### config.mk
export PLATFORM = sky130hd
export DESIGN_NAME = signed_integer_to_radix_text
export DESIGN_NICKNAME = d
export VERILOG_FILES = /design/src/hdl/sitrt_pkg.sv /design/src/hdl/signed_integer_to_radix_text.sv /design/src/hdl/sitrt_front.sv /design/src/hdl/sitrt_fifo.sv /design/src/hdl/sitrt_back.sv
export SDC_FILE = /design/constraint.sdc
export NUM_CORES = 2
export LEC_CHECK = 0
export ABC_AREA = 1
export BUFFER_PORTS_ARGS = -buffer_cell sky130_fd_sc_hd__buf_2
export CAP_MARGIN = 20
export CORE_ASPECT_RATIO = 1.75
export CORE_MARGIN = 5
export CORE_UTILIZATION = 60
export DETAILED_ROUTE_END_ITERATION = 8
export GPL_TIMING_DRIVEN = 0
export PLACE_DENSITY = 0.78
export SYNTH_ARGS = -nofsm -noshare
export SYNTH_HDL_FRONTEND = slang
export SYNTH_SLANG_ARGS = --single-unit
### constraint.sdc
create_clock -name clk -period 7.32 [get_ports clk]
set_clock_uncertainty 0.05 [all_clocks]
set_input_delay 0.366 -clock clk [delete_from_list [all_inputs] [get_ports clk]]
set_output_delay 0.366 -clock clk [all_outputs]
set_load 0.02 [all_outputs]
### src/hdl/sitrt_pkg.sv
// shared constants, types and tables for the signed integer to radix text block
// no dependencies; every other file refers to it by scoped names
package sitrt_pkg;

  localparam int VALUE_BITS   = 32;
  localparam int MAX_RADIX    = 16;
  localparam int SYMBOL_SLOTS = 16;
  localparam int RADIX_W      = 5;
  localparam int DIGIT_W      = $clog2(SYMBOL_SLOTS);
  localparam int CNT_W        = $clog2(VALUE_BITS + 1);
  localparam int CFG_IDX_W    = 2;
  localparam int CFG_DATA_W   = 64;

  localparam logic [7:0] CHAR_PLUS  = 8'h2B;
  localparam logic [7:0] CHAR_MINUS = 8'h2D;

  // register indexes of the configuration port
  localparam logic [CFG_IDX_W-1:0] CFG_RADIX    = 2'd0;
  localparam logic [CFG_IDX_W-1:0] CFG_SYM_LOW  = 2'd1;
  localparam logic [CFG_IDX_W-1:0] CFG_SYM_HIGH = 2'd2;

  localparam logic [RADIX_W-1:0]    RADIX_RESET    = 5'd10;
  localparam logic [CFG_DATA_W-1:0] SYM_LOW_RESET  = 64'h3736353433323130;
  localparam logic [CFG_DATA_W-1:0] SYM_HIGH_RESET = 64'h6665646362613938;

  // floor(2^VALUE_BITS / r), used to estimate the quotient by a multiply
  localparam logic [63:0] POW_VB = 64'd1 << VALUE_BITS;
  localparam logic [VALUE_BITS-1:0] RECIP_TABLE [SYMBOL_SLOTS+1] = '{
    '0, '0,
    VALUE_BITS'(POW_VB / 64'd2),  VALUE_BITS'(POW_VB / 64'd3),
    VALUE_BITS'(POW_VB / 64'd4),  VALUE_BITS'(POW_VB / 64'd5),
    VALUE_BITS'(POW_VB / 64'd6),  VALUE_BITS'(POW_VB / 64'd7),
    VALUE_BITS'(POW_VB / 64'd8),  VALUE_BITS'(POW_VB / 64'd9),
    VALUE_BITS'(POW_VB / 64'd10), VALUE_BITS'(POW_VB / 64'd11),
    VALUE_BITS'(POW_VB / 64'd12), VALUE_BITS'(POW_VB / 64'd13),
    VALUE_BITS'(POW_VB / 64'd14), VALUE_BITS'(POW_VB / 64'd15),
    VALUE_BITS'(POW_VB / 64'd16)
  };

  typedef struct packed {
    logic [RADIX_W-1:0]               radix;
    logic [SYMBOL_SLOTS-1:0][7:0]     symbols;
  } cfg_t;

  typedef struct packed {
    logic                  neg;
    logic [VALUE_BITS-1:0] mag;
  } item_t;

  typedef enum logic [2:0] {
    ST_IDLE,
    ST_DIV_MUL,
    ST_DIV_FIX,
    ST_EMIT_SIGN,
    ST_EMIT
  } state_t;

endpackage

### src/hdl/signed_integer_to_radix_text.sv
// Signed integer to radix text, top level: configuration registers and the
// front, queue and back instances; depends on sitrt_pkg and the sitrt_* modules
//
// Usage: in_value enters on in_valid/in_stall; characters leave on
// out_valid/out_stall, each with out_last set on the final character of a value.
// Configuration writes (cfg_index 0 radix, 1 symbols 0..7, 2 symbols 8..15) go in
// on cfg_valid/cfg_ready, ready is always high, and belong between items only.
// The front registers a value, checks the base and hands sign and magnitude to a
// two-entry queue; a value under an invalid base yields no characters at all.
// The back extracts each digit by a reciprocal multiply and then a correction, and
// sends one character per cycle from a registered output while out_stall is low.
// While the queue has room the front keeps accepting values during conversion.
// A stalled output holds its character and the back waits; the queue then fills
// and in_stall rises. Reset clears the queue and control state and loads radix 10
// with symbols "0123456789abcdef".
module signed_integer_to_radix_text (
  input  logic                                     clk,
  input  logic                                     rst_n,
  input  logic                                     in_valid,
  output logic                                     in_stall,
  input  logic signed [sitrt_pkg::VALUE_BITS-1:0]  in_value,
  output logic                                     out_valid,
  input  logic                                     out_stall,
  output logic [7:0]                               out_character,
  output logic                                     out_last,
  input  logic                                     cfg_valid,
  output logic                                     cfg_ready,
  input  logic [sitrt_pkg::CFG_IDX_W-1:0]          cfg_index,
  input  logic [sitrt_pkg::CFG_DATA_W-1:0]         cfg_data
);

  logic [sitrt_pkg::RADIX_W-1:0]    radix_r;
  logic [sitrt_pkg::CFG_DATA_W-1:0] sym_low_r, sym_high_r;
  sitrt_pkg::cfg_t                  cfg;
  sitrt_pkg::item_t                 push_item, pop_item;
  logic                             q_push, q_pop, q_full, q_empty;

  assign cfg_ready   = 1'b1;
  assign cfg.radix   = radix_r;
  assign cfg.symbols = {sym_high_r, sym_low_r};

  always_ff @(posedge clk) begin
    if (!rst_n) begin
      radix_r    <= sitrt_pkg::RADIX_RESET;
      sym_low_r  <= sitrt_pkg::SYM_LOW_RESET;
      sym_high_r <= sitrt_pkg::SYM_HIGH_RESET;
    end else if (cfg_valid && cfg_ready) begin
      unique case (cfg_index)
        sitrt_pkg::CFG_RADIX:    radix_r    <= cfg_data[sitrt_pkg::RADIX_W-1:0];
        sitrt_pkg::CFG_SYM_LOW:  sym_low_r  <= cfg_data;
        sitrt_pkg::CFG_SYM_HIGH: sym_high_r <= cfg_data;
        default: ;
      endcase
    end
  end

  sitrt_front u_front (
    .clk      (clk),
    .rst_n    (rst_n),
    .cfg      (cfg),
    .in_valid (in_valid),
    .in_stall (in_stall),
    .in_value (in_value),
    .q_full   (q_full),
    .q_push   (q_push),
    .q_item   (push_item)
  );

  sitrt_fifo u_fifo (
    .clk     (clk),
    .rst_n   (rst_n),
    .push    (q_push),
    .wr_item (push_item),
    .pop     (q_pop),
    .rd_item (pop_item),
    .full    (q_full),
    .empty   (q_empty)
  );

  sitrt_back u_back (
    .clk           (clk),
    .rst_n         (rst_n),
    .cfg           (cfg),
    .q_empty       (q_empty),
    .q_item        (pop_item),
    .q_pop         (q_pop),
    .out_valid     (out_valid),
    .out_stall     (out_stall),
    .out_character (out_character),
    .out_last      (out_last)
  );

endmodule

### src/hdl/sitrt_front.sv
// front end: takes input values, checks the configured base, forms sign and magnitude
// depends on sitrt_pkg; feeds sitrt_fifo
module sitrt_front (
  input  logic                                clk,
  input  logic                                rst_n,
  input  sitrt_pkg::cfg_t                     cfg,
  input  logic                                in_valid,
  output logic                                in_stall,
  input  logic signed [sitrt_pkg::VALUE_BITS-1:0] in_value,
  input  logic                                q_full,
  output logic                                q_push,
  output sitrt_pkg::item_t                    q_item
);

  logic                             st_valid_r, st_valid_nxt;
  logic [sitrt_pkg::VALUE_BITS-1:0] st_value_r;
  logic                             base_ok_r, base_ok_nxt;
  logic                             in_fire;

  // base is bad on a radix outside 2..16, a forbidden symbol or two equal symbols among the first radix
  always_comb begin
    logic bad;
    bad = (cfg.radix < 5'd2) || (cfg.radix > sitrt_pkg::RADIX_W'(sitrt_pkg::MAX_RADIX));
    for (int i = 0; i < sitrt_pkg::SYMBOL_SLOTS; i++) begin
      if (sitrt_pkg::RADIX_W'(i) < cfg.radix) begin
        if (cfg.symbols[i] == 8'h00 || cfg.symbols[i] == sitrt_pkg::CHAR_PLUS ||
            cfg.symbols[i] == sitrt_pkg::CHAR_MINUS) begin
          bad = 1'b1;
        end
        for (int j = i + 1; j < sitrt_pkg::SYMBOL_SLOTS; j++) begin
          if (sitrt_pkg::RADIX_W'(j) < cfg.radix && cfg.symbols[j] == cfg.symbols[i]) begin
            bad = 1'b1;
          end
        end
      end
    end
    base_ok_nxt = !bad;
  end

  assign in_stall = st_valid_r && q_full;
  assign in_fire  = in_valid && !in_stall;

  always_comb begin
    st_valid_nxt = st_valid_r;
    if (in_fire) begin
      st_valid_nxt = 1'b1;
    end else if (st_valid_r && !q_full) begin
      st_valid_nxt = 1'b0;
    end
  end

  // items under an invalid base are dropped here
  assign q_push     = st_valid_r && !q_full && base_ok_r;
  assign q_item.neg = st_value_r[sitrt_pkg::VALUE_BITS-1];
  assign q_item.mag = st_value_r[sitrt_pkg::VALUE_BITS-1] ? (~st_value_r + 1'b1) : st_value_r;

  always_ff @(posedge clk) begin
    if (!rst_n) begin
      st_valid_r <= 1'b0;
      base_ok_r  <= 1'b0;
    end else begin
      st_valid_r <= st_valid_nxt;
      base_ok_r  <= base_ok_nxt;
    end
  end

  always_ff @(posedge clk) begin
    if (in_fire) begin
      st_value_r <= in_value;
    end
  end

endmodule

### src/hdl/sitrt_fifo.sv
// two-entry queue of sign and magnitude items between front and back
// depends on sitrt_pkg
module sitrt_fifo (
  input  logic             clk,
  input  logic             rst_n,
  input  logic             push,
  input  sitrt_pkg::item_t wr_item,
  input  logic             pop,
  output sitrt_pkg::item_t rd_item,
  output logic             full,
  output logic             empty
);

  sitrt_pkg::item_t mem_r [2];
  logic             wr_ptr_r, wr_ptr_nxt;
  logic             rd_ptr_r, rd_ptr_nxt;
  logic [1:0]       count_r, count_nxt;

  assign full    = (count_r == 2'd2);
  assign empty   = (count_r == 2'd0);
  assign rd_item = mem_r[rd_ptr_r];

  always_comb begin
    wr_ptr_nxt = wr_ptr_r;
    rd_ptr_nxt = rd_ptr_r;
    count_nxt  = count_r;
    if (push && !full) begin
      wr_ptr_nxt = !wr_ptr_r;
    end
    if (pop && !empty) begin
      rd_ptr_nxt = !rd_ptr_r;
    end
    case ({push && !full, pop && !empty})
      2'b10:   count_nxt = count_r + 2'd1;
      2'b01:   count_nxt = count_r - 2'd1;
      default: count_nxt = count_r;
    endcase
  end

  always_ff @(posedge clk) begin
    if (!rst_n) begin
      wr_ptr_r <= 1'b0;
      rd_ptr_r <= 1'b0;
      count_r  <= 2'd0;
    end else begin
      wr_ptr_r <= wr_ptr_nxt;
      rd_ptr_r <= rd_ptr_nxt;
      count_r  <= count_nxt;
    end
  end

  always_ff @(posedge clk) begin
    if (push && !full) begin
      mem_r[wr_ptr_r] <= wr_item;
    end
  end

endmodule

### src/hdl/sitrt_back.sv
// back end: digit extraction by reciprocal multiply and correction, digit stack,
// and the registered character output; depends on sitrt_pkg
module sitrt_back (
  input  logic                 clk,
  input  logic                 rst_n,
  input  sitrt_pkg::cfg_t      cfg,
  input  logic                 q_empty,
  input  sitrt_pkg::item_t     q_item,
  output logic                 q_pop,
  output logic                 out_valid,
  input  logic                 out_stall,
  output logic [7:0]           out_character,
  output logic                 out_last
);

  localparam int VB = sitrt_pkg::VALUE_BITS;

  sitrt_pkg::state_t             state_r, state_nxt;
  logic [sitrt_pkg::CNT_W-1:0]   cnt_r, cnt_nxt;
  logic                          neg_r;
  logic [VB-1:0]                 mag_r;
  logic [2*VB-1:0]               prod_r;
  logic [sitrt_pkg::DIGIT_W-1:0] stk_r [VB];
  logic                          out_valid_r, out_valid_nxt;
  logic [7:0]                    out_character_r, out_character_nxt;
  logic                          out_last_r, out_last_nxt;

  logic                          slot_free;
  logic                          push, pop, load_item, load_prod, load_quot;
  logic [VB-1:0]                 q_est, q_new;
  logic [5:0]                    radix6, qr_lo, rem6, rem_fix;
  logic                          fix;
  logic [sitrt_pkg::DIGIT_W-1:0] digit;

  // estimate is exact or one low; the true remainder is below 2*radix, so 6 bits do
  assign q_est   = prod_r[2*VB-1:VB];
  assign radix6  = {1'b0, cfg.radix};
  assign qr_lo   = q_est[5:0] * radix6;
  assign rem6    = mag_r[5:0] - qr_lo;
  assign fix     = (rem6 >= radix6);
  assign rem_fix = rem6 - radix6;
  assign digit   = fix ? rem_fix[sitrt_pkg::DIGIT_W-1:0] : rem6[sitrt_pkg::DIGIT_W-1:0];
  assign q_new   = q_est + VB'(fix);

  assign slot_free = !out_valid_r || !out_stall;

  always_comb begin
    state_nxt         = state_r;
    cnt_nxt           = cnt_r;
    out_valid_nxt     = out_valid_r && out_stall;
    out_character_nxt = out_character_r;
    out_last_nxt      = out_last_r;
    q_pop             = 1'b0;
    push              = 1'b0;
    pop               = 1'b0;
    load_item         = 1'b0;
    load_prod         = 1'b0;
    load_quot         = 1'b0;
    unique case (state_r)
      sitrt_pkg::ST_IDLE: begin
        if (!q_empty) begin
          q_pop     = 1'b1;
          load_item = 1'b1;
          cnt_nxt   = '0;
          state_nxt = sitrt_pkg::ST_DIV_MUL;
        end
      end
      sitrt_pkg::ST_DIV_MUL: begin
        load_prod = 1'b1;
        state_nxt = sitrt_pkg::ST_DIV_FIX;
      end
      sitrt_pkg::ST_DIV_FIX: begin
        push      = 1'b1;
        load_quot = 1'b1;
        cnt_nxt   = cnt_r + 1'b1;
        if (q_new != '0) begin
          state_nxt = sitrt_pkg::ST_DIV_MUL;
        end else if (neg_r) begin
          state_nxt = sitrt_pkg::ST_EMIT_SIGN;
        end else begin
          state_nxt = sitrt_pkg::ST_EMIT;
        end
      end
      sitrt_pkg::ST_EMIT_SIGN: begin
        if (slot_free) begin
          out_valid_nxt     = 1'b1;
          out_character_nxt = sitrt_pkg::CHAR_MINUS;
          out_last_nxt      = 1'b0;
          state_nxt         = sitrt_pkg::ST_EMIT;
        end
      end
      sitrt_pkg::ST_EMIT: begin
        if (slot_free) begin
          pop               = 1'b1;
          out_valid_nxt     = 1'b1;
          out_character_nxt = cfg.symbols[stk_r[0]];
          out_last_nxt      = (cnt_r == sitrt_pkg::CNT_W'(1));
          cnt_nxt           = cnt_r - 1'b1;
          if (cnt_r == sitrt_pkg::CNT_W'(1)) begin
            state_nxt = sitrt_pkg::ST_IDLE;
          end
        end
      end
      default: begin
        state_nxt = sitrt_pkg::ST_IDLE;
      end
    endcase
  end

  always_ff @(posedge clk) begin
    if (!rst_n) begin
      state_r     <= sitrt_pkg::ST_IDLE;
      cnt_r       <= '0;
      out_valid_r <= 1'b0;
    end else begin
      state_r     <= state_nxt;
      cnt_r       <= cnt_nxt;
      out_valid_r <= out_valid_nxt;
    end
  end

  always_ff @(posedge clk) begin
    out_character_r <= out_character_nxt;
    out_last_r      <= out_last_nxt;
    if (load_item) begin
      neg_r <= q_item.neg;
      mag_r <= q_item.mag;
    end else if (load_quot) begin
      mag_r <= q_new;
    end
    if (load_prod) begin
      prod_r <= mag_r * sitrt_pkg::RECIP_TABLE[cfg.radix];
    end
  end

  // digit stack: lowest digit pushed first, popped last
  always_ff @(posedge clk) begin
    if (push) begin
      stk_r[0] <= digit;
      for (int i = 1; i < VB; i++) begin
        stk_r[i] <= stk_r[i-1];
      end
    end else if (pop) begin
      for (int i = 0; i < VB - 1; i++) begin
        stk_r[i] <= stk_r[i+1];
      end
    end
  end

  assign out_valid     = out_valid_r;
  assign out_character = out_character_r;
  assign out_last      = out_last_r;

  a_digit_in_range: assert property (@(posedge clk) disable iff (!rst_n)
    state_r == sitrt_pkg::ST_DIV_FIX |-> ({2'b00, digit} < radix6))
    else $error("extracted digit not below radix");

  a_stack_bound: assert property (@(posedge clk) disable iff (!rst_n)
    cnt_r <= sitrt_pkg::CNT_W'(VB))
    else $error("digit stack overflow");

  a_emit_nonempty: assert property (@(posedge clk) disable iff (!rst_n)
    state_r == sitrt_pkg::ST_EMIT |-> cnt_r != '0)
    else $error("emitting with empty digit stack");

  a_sign_only_neg: assert property (@(posedge clk) disable iff (!rst_n)
    state_r == sitrt_pkg::ST_EMIT_SIGN |-> neg_r)
    else $error("minus sign for a non-negative value");

  a_last_ends_item: assert property (@(posedge clk) disable iff (!rst_n)
    (state_r == sitrt_pkg::ST_EMIT && slot_free && cnt_r == sitrt_pkg::CNT_W'(1))
      |=> (out_last_r && state_r != sitrt_pkg::ST_EMIT && state_r != sitrt_pkg::ST_EMIT_SIGN))
    else $error("last flag not tied to end of text");

endmodule

==> results.yml, run 1 <==
yosys:
  ys_top_cells_by_count: "1591 x nand2_1, 1359 x inv_1, 903 x fa_1, 812 x nor2_1, 384 x a21oi_1"
  asyncSetResetFlopFracSynth_pct: 0
  synth.yosys.seq_area_share_pct: 18.3
  synthesis.area_sq_um: 65500
  synth_simple_gate_area_share_pct: 19.3
  synth_top_family_by_area: "adder cells"
  synth_warn: 0
  synthDominantAreaCellType: "fa_1"
  yosys.area_share.xor_xnor_pct: 8.16
  postSynthCellCount: 8283
  synth_register_bits: 450
  synth_compound_area_share_pct: 8.82
  synthesis.area_per_instance_sq_um: 7.91
  synth_top_area_share_pct: 27.6
  synth_edf_count: 300
  synth_most_common_cell: "nand2_1"
  ys_top_cells_by_area: "fa_1 28%, edfxtp_1 14%, nand2_1 9.1%"
  synth_adder_area_share_pct: 33.0
  synth_top_flop_cell: "edfxtp_1"
  muxShareOfSynthArea_pct: 0.808
  ys_types: 65
  synth_fp_nets: 9574
outcome:
  run_status: "did not finish"
  failing_step: "5_1_grt"
  run.stop_error: "[ERROR GRT-0116] Global routing finished with congestion. Check the congestion regions in the DRC Viewer."
floorplanning:
  floorplan.initialDensity_pct: 60.4
  fp.dieH_um: 447
  boundaryPins: 115
  die_w_um: 260
  std_cell_rows: 160
global_routing:
  grt_pass1_vias: 82700
  grt.overflow.total: 4439
  grt_pass1_wl_um: 698000
  grt_util_all_layers_pct: 81.2
  grt_start_max_net_pins: 75
clocking:
  cts_max_level: 2
  cts-buffers-inserted: 42
  clk_root_buffer_cell: "clkbuf_16"
  cts.sink_count: 450
  clock_path_buffers: 3
placement:
  cell_area_placed_sq_um: 68700
  place_congestion: 1.31
  dp.cells: 9866
  port_buffers: 112
  place_hpwl_um: 296000
[through the flow]
step	setup slack [ns]	hold slack (ns)
after detailed placement	-3.36	0.390
after CTS	-1.26	0.0000220
after global placement	-3.35	0.382
after floorplan	-0.0864	0.376
[what timing repair did]
item	in CTS
endpoints found under the setup margin	32
hold endpoints to repair	79
buffers inserted	110
gates cloned	2
pin swaps	177
hold buffers	69
resized for setup	595
[metal layers]
| layer | GRT overflow | track usage (%) |
|---|---|---|
| met5 | 4 | 33.8 |
| met4 | 1201 | 84.4 |
| met3 | 73 | 62.1 |
| met2 | 3110 | 103 |
| met1 | 51 | 76.7 |
[logic make-up after synthesis]
logic type,after synthesis
and+or+nand+nor,3039
DFF,450
adders and majority gates,1188
muxes,47
xor gates and xnor gates,610
AOI/OAI and AO/OA,1018
other,1
buffers and inverters,1930
==> run 2, diff against run 1 <==
Settings changed: CORE_ASPECT_RATIO 1.75 to not set, CORE_UTILIZATION 60 to 40, PLACE_DENSITY 0.78 to not set, PLACE_DENSITY_LB_ADDON set to 0.15.
Clock period 7.32 ns to 9.5 ns, I/O delays scaled along.
==> run 2 against run 1 <==
Against the previous run:
- the flow now finishes without violations
- area after synthesis did not move
- synthesized cell count did not move
==> results.yml, run 2 <==
outcome:
  run_status: "complete, no violations"
yosys:
  synth_edf_count: 300
  asyncSetResetFlopFracSynth_pct: 0
  synth_top_flop_cell: "edfxtp_1"
  synth.yosys.seq_area_share_pct: 18.3
  synthesis.area_per_instance_sq_um: 7.91
  ys_top_cells_by_area: "fa_1 28%, edfxtp_1 14%, nand2_1 9.1%"
  synthDominantAreaCellType: "fa_1"
  synthesis.area_sq_um: 65500
  postSynthCellCount: 8283
  ys_types: 65
  synth_register_bits: 450
  synth_fp_nets: 9574
  synth_most_common_cell: "nand2_1"
  ys_top_cells_by_count: "1591 x nand2_1, 1359 x inv_1, 903 x fa_1, 812 x nor2_1, 384 x a21oi_1"
  synth_warn: 0
  synth_top_area_share_pct: 27.6
critical_path:
  worstSetupEndpointType: "flip-flop"
  timing.critical_path.slowest_cell_delay_ns: 0.80
  r2r_end: "u_back.prod_r[55]$_DFFE_PP_"
  worst_r2r_path_depth: 31
  worstSetupPathDepth: 31
  timing.reg2reg.setup_slack_ns: 0.07
  crit_path_frequent_cell: "fa_1"
  worstPathRequired_ns: 9.81
  cp.arrival_ns: 9.74
  critPathMaxFanout: 10
  cp_num_buf_inv: 8
  slowest_stage: "a21oi_1"
  cpLargestDelayFamily: "adder cells"
  worstSetupStartpoint: "radix_r[1]$_SDFFE_PN1P_"
  startpoint_type: "flip-flop"
  timing.rr.start: "radix_r[1]$_SDFFE_PN1P_"
  critical_path_class: "flip-flop to flip-flop"
  crit_end: "u_back.prod_r[55]$_DFFE_PP_"
final_layout:
  largest_reg_flops: 128
  num-nets-final: 9859
  final.fill_count: 16800
  reg_top3: "u_back.stk_r x128, u_fifo.mem_r x66"
  register_with_the_most_flip_flops: "u_back.stk_r"
  most_used_cells_in_the_layout_excluding_fill_and_tap_cells: "1581 x nand2_1, 1350 x inv_1, 899 x fa_1"
  final_common_cell: "nand2_1"
  layout-drive-gt1-share_pct: 8.33
  area_growth_syn_to_layout_pct: 10.8
run:
  number_of_maximum_capacitance_constraint_violations: 0
sta:
  timing_worst_slew_pin_value_ns: 1.36
  achievable-frequency_mhz: 106
  grt_setup_unrepaired: "yes"
  drv_slew: 0
  timing.hold.ws_ns: 0.0196
  fin_crit_sh_pct: 99.3
  period_needed_ns: 9.43
  report.final.hold_viol_count: 0
  final-setup-viol-count: 0
  max_slew_margin_pct: 9.12
hold_path:
  min_delay_path_depth: 3
  worst_hold_path_type: "primary input to flip-flop"
clocking:
  clk_root_buffer_cell: "clkbuf_16"
  cts_max_level: 2
  cts-buffers-inserted: 48
  clock_path_buffers: 3
  cts_tree: "done"
  cts.sink_count: 450
  clkLatencyLatePin_ns: 0.68
  clk_pin_slew_worst_paths_ns: 0.07
floorplanning:
  die_w_um: 415
  fp.dieH_um: 415
  std_cell_rows: 148
  floorplan.core_area_sq_um: 163000
  floorplan.initialDensity_pct: 40.2
  boundaryPins: 115
  floorplan.die_area_sq_um: 172000
global_routing:
  grt_util_all_layers_pct: 42.9
  grt.overflow.total: 0
  grt_pass1_vias: 64600
  number_of_antenna_violations_at_the_first_check_in_global_routing: 25
  grt_start_max_net_pins: 48
  grt_pass1_wl_um: 515000
placement:
  place_congestion: 1.13
  place_hpwl_um: 299000
  port_buffers: 112
route:
  drt_pre_antenna_iters: 6
  remaining_drc_errors: 0
  wirelength_um: 380000
  detailed_route_vias_per_instance: 5.95
  vias: 64200
  drt-initial-drc-count: 8420
  wire_per_inst_um: 35.2
  antenna_left: 0
==> run 2: cell counts after synthesis <==
No cell type changed its count.
==> run 2: stage by stage <==
step / utilization, % / setup WS, ns / area (sq um) / cells / TNS [ns]
after floorplan: - / 1.67 / 65500 / 8283 / 0
after global placement: 42.3 / -2.73 / 68800 / 10600 / -53.40
final: 44.6 / 0.0694 / 72500 / 10800 / 0
after CTS: 44.3 / 0.000890 / 72000 / 10800 / 0
after global routing: 44.6 / -0.0321 / 72500 / 10800 / -0.104
after detailed placement: 42.8 / -2.54 / 69600 / 10600 / -53.05
==> run 2: worst reg2reg max path, delay by kind of cell, from the launching register on <==
family,cells,cell delay (ns)
adders and majority gates,10,4.09
AOI/OAI and AO/OA,6,2.47
buffers and inverters,8,1.14
and+or+nand+nor,7,0.99
DFF,1,0.36
==> run 2: cell families after synthesis <==
family                   Yosys count  synth area share (%)
flip-flops                       450                  18.3
buffers and inverters           1930                  11.5
other                              1               0.00573
multiplexers                      47                 0.808
adder cells (fa/ha/maj)         1188                  33.0
AO/OA/AOI/OAI                   1018                  8.82
AND/OR/NAND/NOR                 3039                  19.3
XOR/XNOR                         610                  8.16
==> run 2: layout make-up <==
cell class              instances  area, sq um  area share (%)
diodes                         11         27.5          0.0379
plain buffers                 512         2400            3.30
clock buffers                  67         1330            1.84
clock inverters                23          310           0.428
inverters                    1418         5360            7.39
multi-input cells            5903        46300            63.8
flip-flops and latches        450        12000            16.6
well taps                    2175         2720            3.75
repair buffers                235         2090            2.88
==> run 2: how the worst min path moves through the flow <==
stage | slack, ns | from | end
global placement | 0.38 | u_back.stk_r[15][3]$_DFFE_PP_ | u_back.stk_r[15][7]$_DFFE_PP_
global route | 0.02 | cfg_data[58] | sym_high_r[58]$_SDFFE_PN1P_
detailed placement | 0.39 | u_back.stk_r[15][1]$_DFFE_PP_ | u_back.stk_r[15][5]$_DFFE_PP_
CTS | 0.0004 | in_value[11] | u_front.st_value_r[11]$_DFFE_PP_
floorplan | 0.38 | u_fifo.rd_ptr_r$_SDFFE_PN0P_ | flip-flop
finish | 0.02 | cfg_data[44] | sym_low_r[44]$_SDFFE_PN1P_
==> run 2: timing repair <==
| item | CTS | global route |
|---|---|---|
| endpoints found under the hold margin | 46 | 0 |
| hold buffers | 45 | 0 |
| buffers inserted | 9 | 15 |
| resized for setup | 112 | 109 |
| pin swaps | 2 | 8 |
| setup endpoints to repair | 32 | 29 |
==> run 2: layer usage <==
layer | wire length [um] | part of all wire (%) | global-route usage [%] | vias up
met2 | 161000 | 42 | 64.9 | 4451
met3 | 39700 | 10 | 11.1 | 1521
met1 | 136000 | 36 | 51.0 | 31700
li1 | - | - | - | 26500
met4 | 43100 | 11 | 36.8 | 18
met5 | 181 | 0.048 | 0 | -
Power of run 2 is not shown: default switching activity piles up to over one toggle a cycle in this logic, so the estimate is an artifact.
